**config.mk**
```make
export PLATFORM = sky130hd
export DESIGN_NAME = front_panel_button_controller_unit
export DESIGN_NICKNAME = d
export VERILOG_FILES = /design/src/hdl/fpbc_pkg.sv /design/src/hdl/front_panel_button_controller_unit.sv
export SDC_FILE = /design/constraint.sdc
export NUM_CORES = 1
export LEC_CHECK = 0
export BUFFER_PORTS_ARGS = -buffer_cell sky130_fd_sc_hd__buf_4
export CELL_PAD_IN_SITES_DETAIL_PLACEMENT = 0
export CELL_PAD_IN_SITES_GLOBAL_PLACEMENT = 1
export CORE_UTILIZATION = 42
export CTS_CLUSTER_SIZE = 16
export DETAILED_ROUTE_END_ITERATION = 6
export PLACE_DENSITY_LB_ADDON = 0.1
export RECOVER_POWER = 100
export REMOVE_ABC_BUFFERS = 1
export SKIP_LAST_GASP = 1
export SLEW_MARGIN = 25
export SYNTH_ARGS = -nofsm -noshare
export SYNTH_HDL_FRONTEND = slang
export SYNTH_SLANG_ARGS = --single-unit
```
**constraint.sdc**
```tcl
create_clock -name clk -period 5.6 [get_ports clk]
set_input_delay 1.12 -clock clk [delete_from_list [all_inputs] [get_ports clk]]
set_output_delay 1.12 -clock clk [all_outputs]
set_load 0.1 [all_outputs]
```
**src/hdl/fpbc_pkg.sv**
```systemverilog
// ----------------------------------------------------------------------------
// fpbc_pkg
// Shared constants and helpers for the front panel button controller:
// configuration register indexes, register reset values and bit-map helpers.
// ----------------------------------------------------------------------------
package fpbc_pkg;

  // Configuration port geometry
  localparam int CFG_IDX_W  = 3;
  localparam int CFG_DATA_W = 32;

  // Configuration register indexes
  localparam logic [CFG_IDX_W-1:0] REG_STORED_PANEL = 3'd0;
  localparam logic [CFG_IDX_W-1:0] REG_STORED_BOOT  = 3'd1;
  localparam logic [CFG_IDX_W-1:0] REG_BOOT_CODES   = 3'd2;
  localparam logic [CFG_IDX_W-1:0] REG_BIT_MAP      = 3'd3;
  localparam logic [CFG_IDX_W-1:0] REG_REPEAT       = 3'd4;
  localparam logic [CFG_IDX_W-1:0] REG_LONG_PRESS   = 3'd5;
  localparam logic [CFG_IDX_W-1:0] REG_LOCKOUT      = 3'd6;
  localparam logic [CFG_IDX_W-1:0] REG_PULSE        = 3'd7;

  // Field widths
  localparam int PAT_W  = 8;
  localparam int MAP_W  = 18;
  localparam int TICK_W = 10;

  // Default elapsed-counter width
  localparam int TIMER_BITS_DEF = 10;

  // Register reset values
  localparam logic [MAP_W-1:0]  MAP_RST        = 18'd181896;
  localparam logic [TICK_W-1:0] REPEAT_RST     = 10'd300;
  localparam logic [TICK_W-1:0] LONG_PRESS_RST = 10'd800;
  localparam logic [TICK_W-1:0] LOCKOUT_RST    = 10'd500;
  localparam logic [TICK_W-1:0] PULSE_RST      = 10'd50;

  // Slots of the bit map
  localparam int SLOT_HDMI_LED = 0;
  localparam int SLOT_KB_SEL   = 1;
  localparam int SLOT_KB_LED   = 2;
  localparam int SLOT_DISP_LED = 3;
  localparam int SLOT_SEL1_LED = 4;
  localparam int SLOT_SEL2_LED = 5;

  // One-hot pattern mask for a bit-map slot
  function automatic logic [PAT_W-1:0] slot_mask(input logic [MAP_W-1:0] map,
                                                 input int slot);
    logic [2:0] pos;
    pos = map[3*slot +: 3];
    return PAT_W'(1) << pos;
  endfunction

endpackage

```
**src/hdl/front_panel_button_controller_unit.sv**
```systemverilog
// ----------------------------------------------------------------------------
// front_panel_button_controller_unit
// A result is registered in the cycle after its tick is transferred.
// Throughput: one tick per clock; the output register and the input side
// advance together whenever the result is taken or the register is empty.
// Reset (rst_n low, synchronous): all state and patterns cleared, timing
// registers back to their defaults, output register empty.
// ----------------------------------------------------------------------------
// Front panel button controller: per 1 ms tick, handles pattern toggles,
// boot-button press length, display-mode line pulses and external select.
// ----------------------------------------------------------------------------
module front_panel_button_controller_unit
  import fpbc_pkg::*;
#(
  parameter int TIMER_BITS = TIMER_BITS_DEF
) (
  input  logic                  clk,
  input  logic                  rst_n,
  // configuration write port
  input  logic                  cfg_wr_en,
  input  logic [CFG_IDX_W-1:0]  cfg_index,
  input  logic [CFG_DATA_W-1:0] cfg_wdata,
  // tick input channel
  input  logic                  in_valid,
  output logic                  in_ready,
  input  logic                  in_device_acks,
  input  logic                  in_hdmi_btn_low,
  input  logic                  in_kb_btn_low,
  input  logic                  in_boot_btn_low,
  input  logic                  in_up_btn_low,
  input  logic                  in_down_btn_low,
  input  logic                  in_select_btn_low,
  input  logic                  in_ext_select_low,
  // result channel
  output logic                  out_valid,
  input  logic                  out_ready,
  output logic [PAT_W-1:0]      out_panel_pattern,
  output logic [PAT_W-1:0]      out_boot_pattern,
  output logic                  out_send_panel,
  output logic                  out_send_boot,
  output logic                  out_save_patterns,
  output logic                  out_restore_hdmi_pulse,
  output logic                  out_up_line_low,
  output logic                  out_down_line_low,
  output logic                  out_select_line_low,
  output logic                  out_display_mode
);

  localparam int                  CMP_W = (TIMER_BITS > TICK_W) ? TIMER_BITS : TICK_W;
  localparam logic [TIMER_BITS-1:0] TMAX = {TIMER_BITS{1'b1}};

  typedef enum logic [1:0] {
    BOOT_IDLE,
    BOOT_PRESSED,
    BOOT_LOCKOUT
  } boot_phase_t;

  typedef enum logic [1:0] {
    PULSE_UP,
    PULSE_DOWN,
    PULSE_SELECT
  } pulse_line_t;

  // Configuration registers
  logic [CFG_DATA_W-1:0] boot_codes_r;
  logic [MAP_W-1:0]      bit_map_r;
  logic [TICK_W-1:0]     repeat_r, long_press_r, lockout_r, pulse_len_r;

  // Controller state
  logic                  started_r, started_nxt;
  logic [PAT_W-1:0]      panel_bits_r, panel_bits_nxt;
  logic [PAT_W-1:0]      boot_bits_r, boot_bits_nxt;
  logic                  hdmi_armed_r, hdmi_armed_nxt;
  logic [TIMER_BITS-1:0] hdmi_elapsed_r, hdmi_elapsed_nxt;
  logic                  kb_armed_r, kb_armed_nxt;
  logic [TIMER_BITS-1:0] kb_elapsed_r, kb_elapsed_nxt;
  boot_phase_t           boot_phase_r, boot_phase_nxt;
  logic [TIMER_BITS-1:0] boot_elapsed_r, boot_elapsed_nxt;
  logic                  display_on_r, display_on_nxt;
  logic                  pulse_busy_r, pulse_busy_nxt;
  pulse_line_t           pulse_which_r, pulse_which_nxt;
  logic [TIMER_BITS-1:0] pulse_elapsed_r, pulse_elapsed_nxt;
  logic                  ext_armed_r, ext_armed_nxt;
  logic [TIMER_BITS-1:0] ext_elapsed_r, ext_elapsed_nxt;

  // Result register
  logic                  out_valid_r;
  logic                  send_panel_r, send_panel_nxt;
  logic                  send_boot_r, send_boot_nxt;
  logic                  save_r, save_nxt;
  logic                  restore_r, restore_nxt;
  logic [PAT_W-1:0]      out_panel_r, out_boot_r;
  logic                  up_line_r, down_line_r, sel_line_r, disp_mode_r;

  // Saturating counter increments
  logic [TIMER_BITS-1:0] hdmi_inc, kb_inc, boot_inc, pulse_inc, ext_inc;

  // Bit-map masks
  logic [PAT_W-1:0]      m_hdmi, m_kb, m_disp, m_sel1, m_sel2;

  logic                  in_fire;
  logic [1:0]            boot_sel;

  assign in_ready = !out_valid_r || out_ready;
  assign in_fire  = in_valid && in_ready;

  assign m_hdmi = slot_mask(bit_map_r, SLOT_HDMI_LED);
  assign m_kb   = slot_mask(bit_map_r, SLOT_KB_SEL) | slot_mask(bit_map_r, SLOT_KB_LED);
  assign m_disp = slot_mask(bit_map_r, SLOT_DISP_LED);
  assign m_sel1 = slot_mask(bit_map_r, SLOT_SEL1_LED);
  assign m_sel2 = slot_mask(bit_map_r, SLOT_SEL2_LED);

  // Advance elapsed counters, hold at the top
  assign hdmi_inc  = (hdmi_elapsed_r  == TMAX) ? TMAX : hdmi_elapsed_r  + 1'b1;
  assign kb_inc    = (kb_elapsed_r    == TMAX) ? TMAX : kb_elapsed_r    + 1'b1;
  assign boot_inc  = (boot_elapsed_r  == TMAX) ? TMAX : boot_elapsed_r  + 1'b1;
  assign pulse_inc = (pulse_elapsed_r == TMAX) ? TMAX : pulse_elapsed_r + 1'b1;
  assign ext_inc   = (ext_elapsed_r   == TMAX) ? TMAX : ext_elapsed_r   + 1'b1;

  // Per-tick update
  always_comb begin
    started_nxt       = started_r;
    panel_bits_nxt    = panel_bits_r;
    boot_bits_nxt     = boot_bits_r;
    hdmi_armed_nxt    = hdmi_armed_r;
    hdmi_elapsed_nxt  = hdmi_elapsed_r;
    kb_armed_nxt      = kb_armed_r;
    kb_elapsed_nxt    = kb_elapsed_r;
    boot_phase_nxt    = boot_phase_r;
    boot_elapsed_nxt  = boot_elapsed_r;
    display_on_nxt    = display_on_r;
    pulse_busy_nxt    = pulse_busy_r;
    pulse_which_nxt   = pulse_which_r;
    pulse_elapsed_nxt = pulse_elapsed_r;
    ext_armed_nxt     = ext_armed_r;
    ext_elapsed_nxt   = ext_elapsed_r;
    send_panel_nxt    = 1'b0;
    send_boot_nxt     = 1'b0;
    save_nxt          = 1'b0;
    restore_nxt       = 1'b0;
    boot_sel          = 2'd0;

    if (!started_r) begin
      // Wait for the probe acknowledge, then send both patterns
      if (in_device_acks) begin
        send_panel_nxt = 1'b1;
        send_boot_nxt  = 1'b1;
        restore_nxt    = |(panel_bits_r & m_hdmi);
        started_nxt    = 1'b1;
      end
    end else begin
      hdmi_elapsed_nxt  = hdmi_inc;
      kb_elapsed_nxt    = kb_inc;
      boot_elapsed_nxt  = boot_inc;
      pulse_elapsed_nxt = pulse_inc;
      ext_elapsed_nxt   = ext_inc;

      // End the running pulse
      if (pulse_busy_r && (CMP_W'(pulse_inc) > CMP_W'(pulse_len_r))) begin
        pulse_busy_nxt = 1'b0;
      end

      // HDMI toggle with hold repeat
      if (in_hdmi_btn_low && (!hdmi_armed_r || (CMP_W'(hdmi_inc) > CMP_W'(repeat_r)))) begin
        panel_bits_nxt   = panel_bits_nxt ^ m_hdmi;
        send_panel_nxt   = 1'b1;
        save_nxt         = 1'b1;
        hdmi_elapsed_nxt = '0;
        hdmi_armed_nxt   = 1'b1;
      end

      // KB toggle with hold repeat
      if (in_kb_btn_low && (!kb_armed_r || (CMP_W'(kb_inc) > CMP_W'(repeat_r)))) begin
        panel_bits_nxt = panel_bits_nxt ^ m_kb;
        send_panel_nxt = 1'b1;
        save_nxt       = 1'b1;
        kb_elapsed_nxt = '0;
        kb_armed_nxt   = 1'b1;
      end

      // Boot button: act on release by press length, then lock out
      unique case (boot_phase_r)
        BOOT_PRESSED: begin
          if (!in_boot_btn_low) begin
            if (CMP_W'(boot_inc) > CMP_W'(long_press_r)) begin
              display_on_nxt = !display_on_r;
              if (!display_on_r) begin
                panel_bits_nxt = panel_bits_nxt | m_disp;
              end else begin
                panel_bits_nxt = panel_bits_nxt & ~m_disp;
              end
            end else begin
              unique case ({|(panel_bits_nxt & m_sel1), |(panel_bits_nxt & m_sel2)})
                2'b00: begin
                  panel_bits_nxt = panel_bits_nxt | m_sel1;
                  boot_sel       = 2'd1;
                end
                2'b10: begin
                  panel_bits_nxt = (panel_bits_nxt & ~m_sel1) | m_sel2;
                  boot_sel       = 2'd2;
                end
                2'b01: begin
                  panel_bits_nxt = panel_bits_nxt | m_sel1;
                  boot_sel       = 2'd3;
                end
                default: begin
                  panel_bits_nxt = panel_bits_nxt & ~(m_sel1 | m_sel2);
                  boot_sel       = 2'd0;
                end
              endcase
              boot_bits_nxt = boot_codes_r[8*boot_sel +: 8];
              send_boot_nxt = 1'b1;
            end
            send_panel_nxt   = 1'b1;
            save_nxt         = 1'b1;
            boot_elapsed_nxt = '0;
            boot_phase_nxt   = BOOT_LOCKOUT;
          end
        end
        BOOT_LOCKOUT: begin
          if (CMP_W'(boot_inc) > CMP_W'(lockout_r)) begin
            boot_phase_nxt = BOOT_IDLE;
          end
        end
        default: begin
          boot_phase_nxt = BOOT_IDLE;
          if (in_boot_btn_low) begin
            boot_elapsed_nxt = '0;
            boot_phase_nxt   = BOOT_PRESSED;
          end
        end
      endcase

      // Start a line pulse, up over down over select
      if (display_on_nxt && !pulse_busy_nxt) begin
        priority if (in_up_btn_low) begin
          pulse_which_nxt   = PULSE_UP;
          pulse_busy_nxt    = 1'b1;
          pulse_elapsed_nxt = '0;
        end else if (in_down_btn_low) begin
          pulse_which_nxt   = PULSE_DOWN;
          pulse_busy_nxt    = 1'b1;
          pulse_elapsed_nxt = '0;
        end else if (in_select_btn_low) begin
          pulse_which_nxt   = PULSE_SELECT;
          pulse_busy_nxt    = 1'b1;
          pulse_elapsed_nxt = '0;
        end
      end

      // External select request enables display mode
      if (!display_on_nxt && !pulse_busy_nxt && in_ext_select_low &&
          (!ext_armed_r || (CMP_W'(ext_inc) > CMP_W'(repeat_r)))) begin
        display_on_nxt  = 1'b1;
        panel_bits_nxt  = panel_bits_nxt | m_disp;
        send_panel_nxt  = 1'b1;
        save_nxt        = 1'b1;
        ext_elapsed_nxt = '0;
        ext_armed_nxt   = 1'b1;
      end
    end
  end

  // Hold state, configuration and the result register
  always_ff @(posedge clk) begin
    if (!rst_n) begin
      boot_codes_r    <= '0;
      bit_map_r       <= MAP_RST;
      repeat_r        <= REPEAT_RST;
      long_press_r    <= LONG_PRESS_RST;
      lockout_r       <= LOCKOUT_RST;
      pulse_len_r     <= PULSE_RST;
      started_r       <= 1'b0;
      panel_bits_r    <= '0;
      boot_bits_r     <= '0;
      hdmi_armed_r    <= 1'b0;
      hdmi_elapsed_r  <= '0;
      kb_armed_r      <= 1'b0;
      kb_elapsed_r    <= '0;
      boot_phase_r    <= BOOT_IDLE;
      boot_elapsed_r  <= '0;
      display_on_r    <= 1'b0;
      pulse_busy_r    <= 1'b0;
      pulse_which_r   <= PULSE_UP;
      pulse_elapsed_r <= '0;
      ext_armed_r     <= 1'b0;
      ext_elapsed_r   <= '0;
      out_valid_r     <= 1'b0;
    end else begin
      // Drop the result once taken, load a new one on each input transfer
      if (in_fire) begin
        out_valid_r <= 1'b1;
      end else if (out_ready) begin
        out_valid_r <= 1'b0;
      end

      if (in_fire) begin
        started_r       <= started_nxt;
        panel_bits_r    <= panel_bits_nxt;
        boot_bits_r     <= boot_bits_nxt;
        hdmi_armed_r    <= hdmi_armed_nxt;
        hdmi_elapsed_r  <= hdmi_elapsed_nxt;
        kb_armed_r      <= kb_armed_nxt;
        kb_elapsed_r    <= kb_elapsed_nxt;
        boot_phase_r    <= boot_phase_nxt;
        boot_elapsed_r  <= boot_elapsed_nxt;
        display_on_r    <= display_on_nxt;
        pulse_busy_r    <= pulse_busy_nxt;
        pulse_which_r   <= pulse_which_nxt;
        pulse_elapsed_r <= pulse_elapsed_nxt;
        ext_armed_r     <= ext_armed_nxt;
        ext_elapsed_r   <= ext_elapsed_nxt;
      end

      // Configuration writes; stored patterns load straight into the state
      if (cfg_wr_en) begin
        unique case (cfg_index)
          REG_STORED_PANEL: panel_bits_r <= cfg_wdata[PAT_W-1:0] & ~m_disp;
          REG_STORED_BOOT:  boot_bits_r  <= cfg_wdata[PAT_W-1:0];
          REG_BOOT_CODES:   boot_codes_r <= cfg_wdata;
          REG_BIT_MAP:      bit_map_r    <= cfg_wdata[MAP_W-1:0];
          REG_REPEAT:       repeat_r     <= cfg_wdata[TICK_W-1:0];
          REG_LONG_PRESS:   long_press_r <= cfg_wdata[TICK_W-1:0];
          REG_LOCKOUT:      lockout_r    <= cfg_wdata[TICK_W-1:0];
          REG_PULSE:        pulse_len_r  <= cfg_wdata[TICK_W-1:0];
          default: ;
        endcase
      end
    end
  end

  // Result payload
  always_ff @(posedge clk) begin
    if (in_fire) begin
      out_panel_r  <= panel_bits_nxt;
      out_boot_r   <= boot_bits_nxt;
      send_panel_r <= send_panel_nxt;
      send_boot_r  <= send_boot_nxt;
      save_r       <= save_nxt;
      restore_r    <= restore_nxt;
      up_line_r    <= pulse_busy_nxt && (pulse_which_nxt == PULSE_UP);
      down_line_r  <= pulse_busy_nxt && (pulse_which_nxt == PULSE_DOWN);
      sel_line_r   <= pulse_busy_nxt && (pulse_which_nxt == PULSE_SELECT);
      disp_mode_r  <= display_on_nxt;
    end
  end

  assign out_valid              = out_valid_r;
  assign out_panel_pattern      = out_panel_r;
  assign out_boot_pattern       = out_boot_r;
  assign out_send_panel         = send_panel_r;
  assign out_send_boot          = send_boot_r;
  assign out_save_patterns      = save_r;
  assign out_restore_hdmi_pulse = restore_r;
  assign out_up_line_low        = up_line_r;
  assign out_down_line_low      = down_line_r;
  assign out_select_line_low    = sel_line_r;
  assign out_display_mode       = disp_mode_r;

endmodule

```
Word-level counts from Yosys, hierarchy flattened
Cells that the tools add are included.
{ "op_classes": {"n_addsub": 5, "n_lt_le_gt_ge": 6, "eq_ne": 20, "shifts": 7, "muxes": 79, "n_bitwise": 19, "reduce_logical": 43} }
{ "op_table": {"columns": ["operator", "n"], "rows": [
  ["$mux 8", 21],
  ["$mux 10", 14],
  ["$gt 10x10->1", 6],
  ["$and 8x8->8", 7],
  ["$add 10x1->10 const B", 5],
  ["$eq 10x10->1 const B", 5],
  ["$or 8x8->8", 6],
  ["$shl 1x3->8 const A", 6],
  ["$shiftx 32x6->8", 1],
  ["$mux 1", 29],
  ["$not 8->8", 3],
  ["$reduce_or 8->1", 3],
  ["$mux 2", 11],
  ["$pmux 10 s2", 1],
  ["$pmux 8 s2", 1],
  ["$xor 8x8->8", 2],
  ["$reduce_and 2->1", 7],
  ["$eq 3x3->1 const B", 4],
  ["$logic_and 1x1->1", 11],
  ["$reduce_and 3->1", 3],
  ["$logic_not 1->1", 8],
  ["$eq 2x1->1 const B", 3],
  ["$eq 2x2->1 const B", 3],
  ["$eq 3x2->1 const B", 2],
  ["11 further kinds", 17]
]} }
{ "word_totals": {"regBits": 191, "input_bits": 48, "output_inout_bits": 26, "word_cells": 211} }

Depth between registers and ports, before layout
Gate-level depths: netlist of the first run.
{ "depth": {"ltp_word": 26, "ltp_mapped": 26, "mapped_depth_nobuf": 24} }

Least setup slack after synthesis of the first run
Ideal clock, no wire load.
{ "synth_timing": {"path_type": "register to register", "startpoint": "reg hdmi_elapsed_r[2]", "endpoint": "reg boot_bits_r[0]", "setup_ps": 128, "t_arrival_ps": 5555, "required_time_ps": 5472, "path_slack_ps": -83, "path_stages_with_launch": 25, "path_buffers": 2, "synth_period_minus_slack_ps": 5683, "path_cell_list": "dfxtp_1 > and3_1 > and3_1 > nand3_1 > or2_2 > mux2_2 > ha_1 > nand4_2 > or3_1 > and2_1 > buf_6 > o211ai_1 > and3_4 > xor2_1 > a221o_1 > a211oi_4 > inv_1 > ha_1 > buf_1 > mux4_2 > mux2_2 > nor2_1 > nor3_1 > a21oi_1 > nor2_1"} }
{ "synth_between": {"elab_chain_len": 26, "word_cells_on_any_way": 31, "classes_between": "add/sub (1); order compare (1); eq/ne (3); shift (1); mux (17); bitwise (3); reduce/logical (5)"} }
{ "synth_lines": {"columns": ["element", "line_no", "text"], "rows": [
  ["start: declaration", "front_panel_button_controller_unit.sv:74", "logic [TIMER_BITS-1:0] hdmi_elapsed_r, hdmi_elapsed_nxt;"],
  ["start signal: assignment", "front_panel_button_controller_unit.sv:302", "hdmi_elapsed_r <= hdmi_elapsed_nxt;"],
  ["$add 10x1->10 / $eq 10x10->1 (equally long branches)", "front_panel_button_controller_unit.sv:114", "assign hdmi_inc = (hdmi_elapsed_r == TMAX) ? TMAX : hdmi_elapsed_r + 1'b1;"],
  ["$mux 10 *", "front_panel_button_controller_unit.sv:114", null],
  ["$gt 10x10->1 *", "front_panel_button_controller_unit.sv:164", "if (in_hdmi_btn_low && (!hdmi_armed_r || (CMP_W'(hdmi_inc) > CMP_W'(repeat_r)))) begin"],
  ["$logic_or 1x1->1 *", "front_panel_button_controller_unit.sv:164", null],
  ["$logic_and 1x1->1 *", "front_panel_button_controller_unit.sv:164", null],
  ["$mux 8 *", "front_panel_button_controller_unit.sv:164", null],
  ["$mux 8 *", "front_panel_button_controller_unit.sv:143", "if (!started_r) begin"],
  ["$xor 8x8->8", "front_panel_button_controller_unit.sv:174", "panel_bits_nxt = panel_bits_nxt ^ m_kb;"],
  ["(+11 left out)", null, null],
  ["$mux 8 *", "front_panel_button_controller_unit.sv:185", "if (CMP_W'(boot_inc) > CMP_W'(long_press_r)) begin"],
  ["$mux 8 *", "front_panel_button_controller_unit.sv:184", "if (!in_boot_btn_low) begin"],
  ["$mux 8 *", "front_panel_button_controller_unit.sv:182", "unique case (boot_phase_r)"],
  ["$mux 8 *", "front_panel_button_controller_unit.sv:143", null],
  ["via boot_bits_nxt[0]", "front_panel_button_controller_unit.sv:72", "logic [PAT_W-1:0] boot_bits_r, boot_bits_nxt;"],
  ["$mux 8 *", "front_panel_button_controller_unit.sv:297", "if (in_fire) begin"],
  ["$mux 8", "front_panel_button_controller_unit.sv:317", "unique case (cfg_index)"],
  ["$mux 8 *", "front_panel_button_controller_unit.sv:316", "if (cfg_wr_en) begin"],
  ["end signal: assignment", "front_panel_button_controller_unit.sv:300", "boot_bits_r <= boot_bits_nxt;"],
  ["end signal: assignment", "front_panel_button_controller_unit.sv:319", "REG_STORED_BOOT: boot_bits_r <= cfg_wdata[PAT_W-1:0];"],
  ["end: declaration", "front_panel_button_controller_unit.sv:72", null]
]} }
Mark *: on every way through the listed nets, which the timed path passes. The rest lies on a longest branch. The select of a mux whose other input is x is not followed.
A chain may end at the register's enable or synchronous reset.

Worst setup path after layout of the first run
{ "layout_timing": {"startpoint": "reg hdmi_elapsed_r[4]", "endpoint": "reg boot_bits_r[3]"} }
Same word-level chain as after synthesis.

==> summary.txt, run 1 <==
Yosys
  – Cell Area, Synth: 11600 sq um
  – Synth Flop Type: dfxtp_1
  – Synthesized area per cell: 7.88 sq um
  – Post-synth EDFFs: 24
  – Yosys warns: 0
  – #FFs+latches synth: 191
  – Unique masters post-synth: 81
  – Cells after synthesis: 1468
  – Post-synth ARST share: 0
  – Register area share after synthesis: 0.351

Placed design
  – Routability cong.: 0.909
  – Final HPWL DP: 23900 um
  – I/O Buffers: 73
  – Worst slack at placement: 0.0655 ns

Detailed routing
  – DRC Markers: 0
  – Via count: 10400
  – Routed length per instance: 18.4 um
  – Vias per cell: 5.62
  – WL final: 34200 um
  – Iteration-0 DRC Markers: 780
  – 1st-pass router iterations: 5
  – Remaining antenna violation count: 0

Final layout
  – P&R area growth vs syn: 13.3%
  – # diodes: 0
  – Layout cell share with drive strength beyond 1: 0.117
  – Final Core Density: 0.486
  – Layout net count: 1630

Worst hold path
  – HP Start: boot_codes_r[21]
  – Hold path depth: 2
  – Hold Path Class: reg -> reg
  – WHS Endpoint: boot_codes_r[21]

Clock network
  – CTS Sinks: 191
  – Clk_lat worst skew: 0.46 ns
  – Max H-tree Level: 4
  – CTS tree: done
  – Clock Tree Root: clkbuf_16
  – Max Buffers Root-to-Sink: 2
  – CTS Buf Count: 17
  – Clock-pin transition on the worst setup and hold timing paths: 0.07 ns

Critical path
  – RR Endpoint: boot_bits_r[3]
  – Cells on worst reg2reg path: 23
  – Crit end category: flip-flop
  – Critical path data arrival time: 5.62 ns
  – Slowest CP cell: mux4_2
  – Type of the worst setup path: reg -> reg
  – Worst R2R Setup Slack: 0.30 ns
  – CP required: 5.92 ns
  – Worst r2r src: hdmi_elapsed_r[4]
  – Nature of the critical path startpoint: flip-flop
  – Critical path, cell by cell: and3_1 > and3_4 > nand3_1 > or2_2 > mux2_2 > ha_4 > nand4_4 > or3_4 > and2_4 > o211ai_1 > and3_4 > xor2_1 > a221o_1 > a211oi_4 > inv_2 > ha_4 > buf_12 > mux4_2 > mux2_2 > nor2_1 > nor3_1 > a21oi_1 > nor2_1
  – CP peak stage delay: 0.50 ns
  – CP max FO: 8

Power and ir drop
  – Total power: 0.00330 W
  – Power density over the cells: 252 nW/um^2
  – Maximum vdd drop: 0.232 mV
  – LEAKAGE: 5.29 nW

Global routing
  – Antenna violations before repair: 0
  – Total gr overflow: 0
  – Gr usage total: 0.248
  – First-pass GRT wire length: 54600 um
  – Vias in the first global route: 9622
  – Largest net degree at the start of global routing: 58

Timing
  – Max frequency: 189 MHz
  – Fin crit share: 0.946
  – Slew HR: -0.917
  – Fin crit period: 5.30 ns
  – Worst setup slack after layout: 0.300 ns
  – Clock Skew: 0.0210 ns
  – Final Max Slew Viols: 105
  – Least-Margin Pin Slew: 2.88 ns
  – # setup viols final: 0
  – Final Hold Viols: 0
  – WHS: 0.454 ns

Run status
  – Failing checks: max-capacitance violations, max-slew violations
  – Outcome: finished with violations

Floorplan
  – Die height: 168 um
  – Core outline area: 27000 sq um
  – Initial core utilization: 0.429
  – # IOs: 74
  – Full die area: 28200 sq um
  – FP Rows: 60
  – Die W: 168 um

Flow run
  – Max-cap check violation count: 3
how the worst max path moves through the flow:
stage / start / end / slack, ns / cells past startpoint
after floorplan: hdmi_elapsed_r[2] / boot_bits_r[0] / -0.02 / 21
after global placement: hdmi_elapsed_r[4] / boot_bits_r[2] / 0.14 / 23
after detailed placement: hdmi_elapsed_r[4] / boot_bits_r[7] / 0.07 / 23
after CTS: hdmi_elapsed_r[4] / boot_bits_r[7] / 0.04 / 23
after global routing: kb_elapsed_r[0] / boot_bits_r[3] / -0.03 / 22
final: hdmi_elapsed_r[4] / boot_bits_r[3] / 0.30 / 23
power by group:
part	leakage (nW)	internal [W]	total (W)	switching (W)
sequential	1.60	0.00143	0.00147	0.0000353
clock	0.306	0.000680	0.00130	0.000625
combinational	3.39	0.000171	0.000531	0.000361
total	5.29	0.00228	0.00330	0.00102
cells by family (layout without fill, tap and decap cells):
group,after synthesis,after routing,synth area share
and+or+nand+nor,627,627,0.249
AOI/OAI and AO/OA,351,351,0.198
DFF,191,191,0.351
buffers and inverters,155,204,0.0526
adders and majority gates,78,78,0.0844
xor gates and xnor gates,34,34,0.0274
muxes,32,32,0.0375
flip-flops by register name, indices dropped and copies added (netlist names), 2 cells and up:
signal / flops
boot_phase_r: 2
pulse_which_r: 2
hdmi_elapsed_r: 10
panel_bits_r: 8
pulse_elapsed_r: 10
boot_bits_r: 8
kb_elapsed_r: 10
boot_codes_r: 32
out_panel_pattern: 8
pulse_len_r: 10
lockout_r: 10
boot_elapsed_r: 10
long_press_r: 10
out_boot_pattern: 8
bit_map_r: 18
ext_elapsed_r: 10
repeat_r: 10
layer usage:
metal | GRT usage | vias to the layer above | part of all wire
met5 | 0 | - | 0
met4 | 0.0535 | 0 | 0.010
met3 | 0.0388 | 28 | 0.042
met2 | 0.395 | 249 | 0.46
met1 | 0.352 | 4892 | 0.49
li1 | - | 5264 | -
cell type report:
type | instances | area [sq um]
multi-input combinational | 1122 | 7020
clock inverter | 13 | 159
fill | 2659 | 13800
clock buffer | 19 | 464
tap | 341 | 427
sequential | 191 | 4070
timing repair buffer | 111 | 738
inverter | 61 | 231
stage by stage:
step / instance area (sq um) / TNS [ns] / instances
after detailed placement: 12500 / 0 / 1826
final: 13100 / 0 / 1858
after global placement: 12500 / 0 / 1826
after CTS: 13100 / 0 / 1858
after floorplan: 11200 / -0.127 / 1374
after global routing: 13100 / -0.0308 / 1858
worst max-delay path: cells and delay by family, from the launching register on:
| kind | cells | cell delay (ns) |
|---|---|---|
| buf+inv | 2 | 0.23 |
| mux | 3 | 1.09 |
| fa+ha+maj | 2 | 0.58 |
| compound gates | 4 | 0.88 |
| flops | 1 | 0.34 |
| xor+xnor | 1 | 0.10 |
| simple gates | 11 | 1.96 |
synth_stat cells (3+ instances only):
cell type	n	area [sq um]
a221oi_1	5	43.8
and2_1	7	43.8
a22oi_1	29	218
nand3_1	70	350
clkbuf_2	8	40.0
a41oi_1	3	26.3
nor3b_1	9	67.6
xor2_1	17	149
a21oi_1	157	786
mux2_2	11	124
o22ai_1	8	50.1
nor2_1	117	439
nand3b_1	11	82.6
dfxtp_1	167	3340
nand2_2	6	37.5
o221ai_1	6	52.6
ha_1	78	976
o211a_1	5	50.1
o21a_1	7	52.6
nor2b_1	14	87.6
o311ai_0	6	52.6
o21ai_0	25	125
o31a_1	3	26.3
nor3_1	21	105
or2_2	5	31.3
o31ai_1	4	30.0
xnor2_1	16	140
o21bai_1	3	22.5
nand2_1	278	1040
o211ai_1	26	195
mux2i_1	13	130
a211oi_1	6	45.0
a31oi_1	13	81.3
buf_1	5	18.8
nand4_1	14	87.6
nand2b_1	26	163
inv_1	61	229
or3_1	8	50.1
a21o_1	16	120
edfxtp_1	24	721
clkbuf_1	78	293
mux4_2	8	180
and4_1	3	26.3
and3_1	24	150
cell usage in the layout (no fill, tap or decap), types with 14 or more instances in the layout:
| master | count |
|---|---|
| a21o_1 | 16 |
| a21oi_1 | 157 |
| a22oi_1 | 29 |
| and3_1 | 23 |
| buf_4 | 74 |
| clkbuf_1 | 33 |
| clkbuf_16 | 18 |
| dfxtp_1 | 165 |
| edfxtp_1 | 24 |
| ha_1 | 76 |
| inv_1 | 58 |
| nand2_1 | 278 |
| nand2b_1 | 26 |
| nand3_1 | 68 |
| nand4_1 | 14 |
| nor2_1 | 114 |
| nor2b_1 | 14 |
| nor3_1 | 19 |
| o211ai_1 | 26 |
| o21ai_0 | 24 |
| xnor2_1 | 15 |
| xor2_1 | 17 |
what timing repair did:
action,in CTS,in global routing
gates resized for setup,0,25
setup buffers,0,0
hold buffers,0,0
endpoints found under the setup margin,0,29
endpoints found under the hold margin,0,0
No activity file was read; power rests on OpenSTA's default activity.
==> run 2: changes to the inputs <==
--- a/config.mk
+++ b/config.mk
@@ -11,7 +11,7 @@
 export CORE_UTILIZATION = 42
 export CTS_CLUSTER_SIZE = 16
 export DETAILED_ROUTE_END_ITERATION = 6
-export PLACE_DENSITY_LB_ADDON = 0.1
+export PLACE_DENSITY = 0.82
 export RECOVER_POWER = 100
 export REMOVE_ABC_BUFFERS = 1
 export SKIP_LAST_GASP = 1
==> summary.txt, run 2 (synthesis results as in run 1) <==
Run status
  – Outcome: finished with violations
  – Failing checks: max-capacitance violations, max-slew violations

Critical path
  – CP max FO: 8
  – CP most frequent cell: nor3_1
  – Critical path, cell by cell: and3_4 > and3_4 > nand3_1 > or2_2 > mux2_2 > ha_4 > nand4_4 > nor3_1 > nor3_1 > nand2_1 > a31oi_1 > xor2_1 > a221o_1 > a211oi_4 > inv_2 > ha_4 > buf_12 > mux4_2 > mux2_2 > nor2_1 > nor3_1 > a21oi_1 > nor2_1
  – CP required: 5.90 ns
  – Slowest CP cell: mux4_2
  – Crit end category: flip-flop
  – Nature of the critical path startpoint: flip-flop
  – Critical path data arrival time: 5.64 ns
  – CP peak stage delay: 0.49 ns
  – Type of the worst setup path: reg -> reg

Floorplan
  – Core outline area: 27000 sq um
  – # IOs: 74
  – Die height: 168 um
  – FP Rows: 60
  – Full die area: 28200 sq um
  – Die W: 168 um
  – Initial core utilization: 0.429

Final layout
  – P&R area growth vs syn: 12.7%
  – Layout net count: 1626
  – Layout cell share with drive strength beyond 1: 0.112
  – Commonest non-fill, non-tap cell in the layout: nand2_1
  – Commonest non-fill, non-tap cells in the layout: nand2_1 (278), dfxtp_1 (165), a21oi_1 (156), nor2_1 (113), ha_1 (76)
  – Max reg flops: 32
  – FILL cells: 2653
  – Final instance area: 13000 sq um
  – # diodes: 0
  – Top Registers: boot_codes_r (32), bit_map_r (18)
  – Fin cells: 1854
  – Final Core Density: 0.484
  – Reg with most FFs: boot_codes_r

Timing
  – Max frequency: 187 MHz
  – Final Max Slew Viols: 120
  – Final Hold Viols: 0
  – # setup viols final: 0
  – Worst setup slack after layout: 0.261 ns
  – WHS: 0.455 ns
  – Clock Skew: 0.0246 ns
  – Slew HR: -0.645
  – Least-Margin Pin Slew: 2.47 ns
  – Fin crit share: 0.953
  – Fin crit period: 5.34 ns

Detailed routing
  – WL final: 33700 um
  – DRC Markers: 0
  – Vias per cell: 5.70
  – Iteration-0 DRC Markers: 992
  – Remaining antenna violation count: 0
  – 1st-pass router iterations: 5
  – Routed length per instance: 18.2 um
  – Via count: 10600

Clock network
  – Max H-tree Level: 4
  – CTS Sinks: 191
  – Hold_buf cts: 0
  – Clock Tree Root: clkbuf_16
  – Max Buffers Root-to-Sink: 2
  – Clk_lat worst skew: 0.45 ns
  – Clock-pin transition on the worst setup and hold timing paths: 0.08 ns
  – CTS Buf Count: 17
  – CTS tree: done

Flow run
  – Max-cap check violation count: 4

Placed design
  – Routability cong.: 0.946
  – I/O Buffers: 73
  – Final HPWL DP: 23500 um
  – Worst slack at placement: -0.0250 ns
  – Placed instance count: 1821
  – Post-DP Area: 12400 sq um

Global routing
  – Vias in the first global route: 9853
  – Gr usage total: 0.242
  – Antenna violations before repair: 0
  – First-pass GRT wire length: 53600 um
  – Total gr overflow: 0
  – Largest net degree at the start of global routing: 62

Power and ir drop
  – LEAKAGE: 5.26 nW
  – Maximum vdd drop: 0.183 mV
  – Power density over the cells: 251 nW/um^2

Worst hold path
  – Hold Path Class: reg -> reg
## run 2: cell type report
cell class                      count  area (sq um)  share of cell area
Clock buffer                       18           439              0.0337
Clock inverter                     14           183              0.0140
Inverter                           61           231              0.0178
Multi-Input combinational cell   1122          7010               0.538
Sequential cell                   191          4070               0.312
Tap cell                          341           427              0.0327
Timing Repair Buffer              107           679              0.0521
## run 2: power by group
group	internal (W)	switching, W
Combinational	0.000165	0.000358
Clock	0.000624	0.000650
Sequential	0.00143	0.0000386
## run 2: per-layer routing
metal / vias up / part of all wire / track usage
li1: 5244 / - / -
met1: 4956 / 0.47 / 0.339
met2: 330 / 0.46 / 0.383
met3: 39 / 0.061 / 0.0411
met4: 0 / 0.016 / 0.0650
met5: - / 0 / 0
## run 2: worst max-delay path, delay by kind of cell, from the launching register on
kind | cells | cell delay, ns
AND/OR/NAND/NOR | 11 | 1.79
flip-flops | 1 | 0.35
buffers and inverters | 2 | 0.23
AO/OA/AOI/OAI | 4 | 1.10
adder cells (fa/ha/maj) | 2 | 0.52
XOR/XNOR | 1 | 0.14
multiplexers | 3 | 1.08
## run 2: stage by stage
stage          setup TNS [ns]  power [W]
2_1_floorplan          -0.127    0.00183
3_3_place_gp                0    0.00202
3_5_place_dp          -0.0757    0.00203
4_1_cts                     0    0.00330
5_1_grt               -0.0379    0.00339
6_report                    0    0.00327
## run 2: what timing repair did
item | in CTS | in global routing
endpoints found under the setup margin | 8 | 32
pin swaps | 0 | 5
resized for setup | 3 | 16
setup buffers | 0 | 1
## run 2: worst paths after layout
| check | start | slack (ns) | end | cells after the start |
|---|---|---|---|---|
| setup / recovery | hdmi_elapsed_r[4] | 0.26 | boot_bits_r[7] | 23 |
| hold reg to reg | boot_codes_r[1] | 0.45 | boot_codes_r[1] | 2 |
| setup reg to reg | hdmi_elapsed_r[4] | 0.26 | boot_bits_r[7] | 23 |
| hold / removal | boot_codes_r[1] | 0.45 | boot_codes_r[1] | 2 |
